$ cat src/hw/rtl/multinomial_particle_resampler_assert.svh
// ----------------------------------------------------------------------------
// Resampler assertion macros
// Clocked assertion wrappers; define ASSERT_OFF to compile them out.
// ----------------------------------------------------------------------------
`ifndef MULTINOMIAL_PARTICLE_RESAMPLER_ASSERT_SVH
`define MULTINOMIAL_PARTICLE_RESAMPLER_ASSERT_SVH
`ifndef ASSERT_OFF
// Checked only out of reset.
`define MPR_ASSERT(lbl, prop, msg) \
  lbl: assert property (@(posedge clk) disable iff (!rst_n) prop) else $error(msg);
// Checked at every edge, reset included.
`define MPR_ASSERT_ALWAYS(lbl, prop, msg) \
  lbl: assert property (@(posedge clk) prop) else $error(msg);
`else
`define MPR_ASSERT(lbl, prop, msg)
`define MPR_ASSERT_ALWAYS(lbl, prop, msg)
`endif
`endif

$ cat src/hw/rtl/mpr_pkg.sv
// ----------------------------------------------------------------------------
// Resampler package
// Field widths, codes, defaults and controller/datapath interface types.
// ----------------------------------------------------------------------------
package mpr_pkg;

  localparam int MAX_PARTICLES_DEF = 1024;
  localparam int WEIGHT_BITS_DEF   = 16;

  localparam int CFG_W       = 11;
  localparam int WEIGHT_W    = 16;
  localparam int FRAC_W      = 16;
  localparam int IDX_OUT_W   = 10;
  localparam int ST_W        = 2;
  localparam int IN_TDATA_W  = 32;
  localparam int IN_TUSER_W  = 2;
  localparam int OUT_TDATA_W = 16;

  localparam logic [CFG_W-1:0] COUNT_RESET = 11'd100;

  localparam logic CMD_LOAD = 1'b0;
  localparam logic CMD_DRAW = 1'b1;

  localparam logic [ST_W-1:0] ST_OK      = 2'd0;
  localparam logic [ST_W-1:0] ST_ZERO    = 2'd1;
  localparam logic [ST_W-1:0] ST_OVERRUN = 2'd2;

  typedef struct packed {
    logic load;      // apply a load word
    logic capture;   // latch the draw fraction
    logic mul;       // form target, set search bounds
    logic search;    // one binary-search step
    logic out_load;  // move result to the output register
  } ctl_cmd_t;

  typedef struct packed {
    logic zero;      // total weight is zero
    logic done;      // search bounds have met
  } ctl_sts_t;

endpackage

$ cat src/hw/rtl/mpr_controller.sv
// ----------------------------------------------------------------------------
// Resampler controller
// Sequences loads, draw search steps and the output register.
// ----------------------------------------------------------------------------
module mpr_controller (
  input  logic              clk,
  input  logic              rst_n,
  input  logic              in_tvalid,
  input  logic              in_is_draw,
  output logic              in_tready,
  input  logic              out_tready,
  output logic              out_tvalid,
  output mpr_pkg::ctl_cmd_t cmd,
  input  mpr_pkg::ctl_sts_t sts
);
  import mpr_pkg::*;

  localparam logic [1:0] S_IDLE   = 2'd0;
  localparam logic [1:0] S_MUL    = 2'd1;
  localparam logic [1:0] S_SEARCH = 2'd2;
  localparam logic [1:0] S_DONE   = 2'd3;

  logic [1:0] state_r, state_nxt;
  logic       out_valid_r, out_valid_nxt;
  logic       accept;

  assign in_tready = (state_r == S_IDLE);
  assign accept    = in_tvalid && in_tready;

  always_comb begin
    state_nxt = state_r;
    cmd       = '0;
    case (state_r)
      S_IDLE: begin
        if (accept) begin
          if (in_is_draw == CMD_DRAW) begin
            cmd.capture = 1'b1;
            state_nxt   = S_MUL;
          end else begin
            cmd.load = 1'b1;
          end
        end
      end
      S_MUL: begin
        cmd.mul   = 1'b1;
        state_nxt = sts.zero ? S_DONE : S_SEARCH;
      end
      S_SEARCH: begin
        cmd.search = 1'b1;
        if (sts.done) begin
          state_nxt = S_DONE;
        end
      end
      S_DONE: begin
        if (!out_valid_r || out_tready) begin
          cmd.out_load = 1'b1;
          state_nxt    = S_IDLE;
        end
      end
      default: begin
        state_nxt = S_IDLE;
      end
    endcase
  end

  always_comb begin
    out_valid_nxt = out_valid_r && !out_tready;
    if (cmd.out_load) begin
      out_valid_nxt = 1'b1;
    end
  end

  always_ff @(posedge clk) begin
    if (!rst_n) begin
      state_r     <= S_IDLE;
      out_valid_r <= 1'b0;
    end else begin
      state_r     <= state_nxt;
      out_valid_r <= out_valid_nxt;
    end
  end

  assign out_tvalid = out_valid_r;

endmodule

$ cat config.mk
export PLATFORM = sky130hd
export DESIGN_NAME = mpr_controller
export DESIGN_NICKNAME = d
export VERILOG_FILES = /design/src/hw/rtl/multinomial_particle_resampler_assert.svh /design/src/hw/rtl/mpr_pkg.sv /design/src/hw/rtl/mpr_controller.sv
export SDC_FILE = /design/constraint.sdc
export NUM_CORES = 1
export LEC_CHECK = 0
export ABC_AREA = 1
export BUFFER_PORTS_ARGS = -buffer_cell sky130_fd_sc_hd__buf_2
export CORE_AREA = 2 2 39 41
export CTS_BUF_LIST = sky130_fd_sc_hd__clkbuf_4
export DETAILED_ROUTE_END_ITERATION = 16
export DIE_AREA = 0 0 41 43
export PLACE_DENSITY = 0.38
export SLEW_MARGIN = 10
export SYNTH_ARGS = -nofsm -noshare
export SYNTH_HDL_FRONTEND = slang
export SYNTH_SLANG_ARGS = --single-unit
$ cat constraint.sdc
create_clock -name clk -period 2.3 [get_ports clk]
set_input_delay 0.46 -clock clk [delete_from_list [all_inputs] [get_ports clk]]
set_output_delay 0.46 -clock clk [all_outputs]
set_load 0.02 [all_outputs]
# Word level (Yosys, flattened, before mapping)
# Index checks and enable logic that the tools add are counted.
# classes
n_eq_ne,7
n_mux,15
reduce_logical,7
# op_table
op,n
$mux 2,6
$mux 1,8
$pmux 2 s4,1
$ne 2x2->1 const B,3
$eq 2x2->1 const B,2
$reduce_and 4->1,1
$eq 2x1->1 const B,1
$logic_and 1x1->1,2
$logic_not 1->1,2
$logic_not 2->1,1
$ne 2x1->1 const B,1
$logic_or 1x1->1,1
# word_totals
ff_bits,3
input_bits,7
out_inout_bits,7
elab_cells,31

# Depth between registers and ports, before layout
# logic_depth
ltp_word,5
ltp_mapped,7
ltp_nobuf,7

# Least setup slack after synthesis
# No wires, ideal clock.
# synth_path
kind,flip-flop to output port
startpoint,reg state_r[1]
endpoint,out cmd[4] (netlist name)
t_arrival_ns,1.118
t_required_ns,1.840
setup_slack_ns,0.722
stages_incl_launch_ff,5
n_path_buf,0
cell_sequence,dfxtp_1 -> inv_1 -> ha_1 -> nand2_1 -> nor2_1
# synth_rtl
element,line_no,source
start: declaration,mpr_controller.sv:23,"logic [1:0] state_r, state_nxt;"
start signal: assignment,mpr_controller.sv:78,state_r <= state_nxt;
end: declaration,mpr_controller.sv:13,"output mpr_pkg::ctl_cmd_t cmd,"

==> reports/qor.tcl <==
set qor(track_usage_pct) 7.823
set qor(leading_cell_type_by_number_of_instances_after_synthesis) {sky130_fd_sc_hd__nand2_1}
set qor(critical_path.endpoint_type) {primary output}
set qor(firstDrtPassIters) 4
set qor(fp.coreArea_mm2) 0.001384
set qor(setup_slack_of_the_worst_register_to_register_path_ns) 1.11
set qor(ioPinCount) 14
set qor(synth_cells) 36
set qor(ctsLongestPathBuffers) 2
set qor(cpMaxStageDelayCell) {sky130_fd_sc_hd__dfxtp_1}
set qor(layout-drive-gt1-share_pct) 39.62
set qor(slew_headroom_pct) 87.84
set qor(max_clock_freq_mhz) 587.2
set qor(synth.distinct_cells) 12
set qor(synth_largest_type_area_fraction_pct) 24.27
set qor(finalWorstPathRequiredPeriod_ns) 1.703
set qor(synth_top_flop_cell) {sky130_fd_sc_hd__dfxtp_1}
set qor(postRouteAntennaNets) 0
set qor(area_delta_synth_final_pct) 44.66
set qor(tritoncts) {done}
set qor(final.period_utilization_pct) 74.05
set qor(grt_start_max_net_pins) 6
set qor(final_tns_setup_ns) 0
set qor(cts-htree-levels) 1
set qor(irDropWorstVdd_mv) 0.4224
set qor(num_antenna_cells) 0
set qor(hold_class) {input port to flop}
set qor(route.detailed.drc) 0
set qor(post_synth_most_frequent_cells) {9 x sky130_fd_sc_hd__nand2_1, 6 x sky130_fd_sc_hd__nor2_1, 5 x sky130_fd_sc_hd__ha_1, 5 x sky130_fd_sc_hd__inv_1, 3 x sky130_fd_sc_hd__dfxtp_1}
set qor(syn_avg_cell_area_um2) 7.160
set qor(run_status) {finished clean}
set qor(postRouteWirelength_um) 586
set qor(cts_root_buffer) {sky130_fd_sc_hd__clkbuf_4}
set qor(global_route_wire_length_before_repair_um) 828
set qor(finish.net_count) 66
set qor(rsz0062_at_grt) {false}
set qor(critical_path.max_stage_delay_ns) 0.33
set qor(rows) 14
set qor(setup_violations) 0
set qor(post-synth-top-area-cell) {sky130_fd_sc_hd__ha_1}
set qor(mappedNetlistNets) 48
set qor(clock_latency_ns) 0.24
set qor(initialDrtViolationCount) 4
set qor(leakagePower_uw) 0.0002152
set qor(gp_weighted_congestion) 0.6557
set qor(worstPathArrival_ns) 1.24
set qor(power_density_mw_per_mm2) 1396
set qor(gr-total-overflow) 0
set qor(chipWidth_um) 41
set qor(synth_warnings) 0
set qor(crit_path_cell_trace) {inv_1, ha_1, nand2_1, nor2_1, buf_2}
set qor(grt_antenna_before_repair) 0
set qor(ys_seq_elements) 3
set qor(finish.utilization_pct) 26.94
set qor(postCtsHoldBufs) 0
set qor(post_synth_instance_area_um2) 257.7
set qor(grt_pass1_vias) 221
set qor(synth_sequential_area_ratio_pct) 23.30
set qor(final_max_slew_viol_count) 0
set qor(synthTopCellsByArea) {sky130_fd_sc_hd__ha_1 24%, sky130_fd_sc_hd__dfxtp_1 23%, sky130_fd_sc_hd__nand2_1 13%}
set qor(setup.worst_path.start_class) {flop}
set qor(port_buffers) 13
set qor(number_of_clock_buffers_inserted_by_tritoncts) 3
set qor(synth_enable_flop_cells) 0
set qor(tightest_slew_ns) 0.1822
set qor(mean_number_of_vias_per_cell) 3.725
set qor(critical_path_required_ns) 1.84
set qor(wl_per_cell_um) 8.493
set qor(worst_setup_hold_path_clk_slew_ns) 0.04
set qor(initial_utilization_pct) 18.63
set qor(cts_resized) 0
set qor(clock-sinks) 3
set qor(timing.setup.critical_path_class) {flop to primary output}
set qor(timing.critical_path.buf_inv) 2
set qor(fill_cell_instance_count_of_the_final_layout) 150
set qor(vias) 257
set qor(worstPathMaxFanout) 4
set qor(finalHoldViolations) 0
set qor(critical_path.top_delay_family) {flip-flops}
set qor(clock_skew_ns) 0.0005605
set qor(postSynth.asyncResetShare_pct) 0
set qor(placed_wire_length_estimate_um) 492
set qor(die_h_um) 43
set qor(die_area_mm2) 0.001763
set qor(cap_violations) 0
set qor(postCtsSetupBuffers) 0
## worst paths after layout
kind / from / to / cells after the start
setup / recovery: state_r[1]$_SDFFE_PN0P_ / cmd[4] / 5
hold / removal: rst_n / state_r[0]$_SDFFE_PN0P_ / 3
setup reg to reg: state_r[0]$_SDFFE_PN0P_ / state_r[1]$_SDFFE_PN0P_ / 7
hold reg to reg: out_tvalid$_SDFF_PN0_ / out_tvalid$_SDFF_PN0_ / 2
## power breakdown
part / leakage [uW] / total [uW] / internal [uW] / switching, uW
clock network: 0.0000184 / 109 / 77.1 / 32.0
logic: 0.000172 / 313 / 113 / 200
registers: 0.0000247 / 98.2 / 73.8 / 24.4
## logic make-up after synthesis
kind of cell               synth area share (%)
adders and majority gates                 24.27
and+or+nand+nor                           36.89
AOI/OAI and AO/OA                         6.797
DFF                                       23.30
buffers and inverters                     8.737
## state kept, by name, indices dropped and copies added, names as in the netlist
register    count
state_r         2
out_tvalid      1
## area by class of cell
type	instances	area (um^2)	area share [%]
repair buffers	13	65.06	17.45
inverters	6	22.52	6.040
well taps	16	20.02	5.369
clock buffers	4	30.03	8.054
flip-flops and latches	3	60.06	16.11
multi-input cells	27	175.2	46.98
## worst register-to-register path, delay by kind of cell (launching register included)
family                     cells  cell delay (ns)
and+or+nand+nor                5             0.38
adders and majority gates      1             0.25
DFF                            1             0.40
buffers and inverters          1             0.09
## stage by stage
stage               setup slack [ns]  power [uW]  area, um^2  hold slack, ns  instances
floorplan                     0.7218       337.9       257.7          0.5759         36
global placement              0.8470       415.8       342.8          0.5124         65
detailed placement            0.8419       417.3       342.8          0.5182         65
CTS                           0.5837       528.3       372.9          0.4739         69
global route                  0.4482       574.1       372.9          0.4878         69
finish                        0.5969       520.5       372.9          0.4711         69
## layer usage
layer / up-vias / global-route usage, % / wire [um]
met5: - / 0 / 0
met4: 0 / 10.00 / 12
met3: 2 / 3.141 / 48
met2: 14 / 9.688 / 253
met1: 98 / 8.333 / 271
li1: 143 / - / -
## cell usage in the layout, fill, tap and decap left out
master                     Yosys  final
sky130_fd_sc_hd__ha_1          5      5
sky130_fd_sc_hd__inv_1         5      5
sky130_fd_sc_hd__dfxtp_1       3      3
sky130_fd_sc_hd__a21oi_1       2      2
sky130_fd_sc_hd__a21boi_0      1      1
sky130_fd_sc_hd__nand3_4       1      1
sky130_fd_sc_hd__nand3_1       1      1
sky130_fd_sc_hd__nand3_2       1      1
sky130_fd_sc_hd__inv_2         1      1
sky130_fd_sc_hd__buf_2         0     13
sky130_fd_sc_hd__clkbuf_4      0      4
sky130_fd_sc_hd__nand2_1       9      9
sky130_fd_sc_hd__nand2_2       1      1
sky130_fd_sc_hd__nor2_1        6      6
No activity file was read; power rests on OpenSTA's default activity.
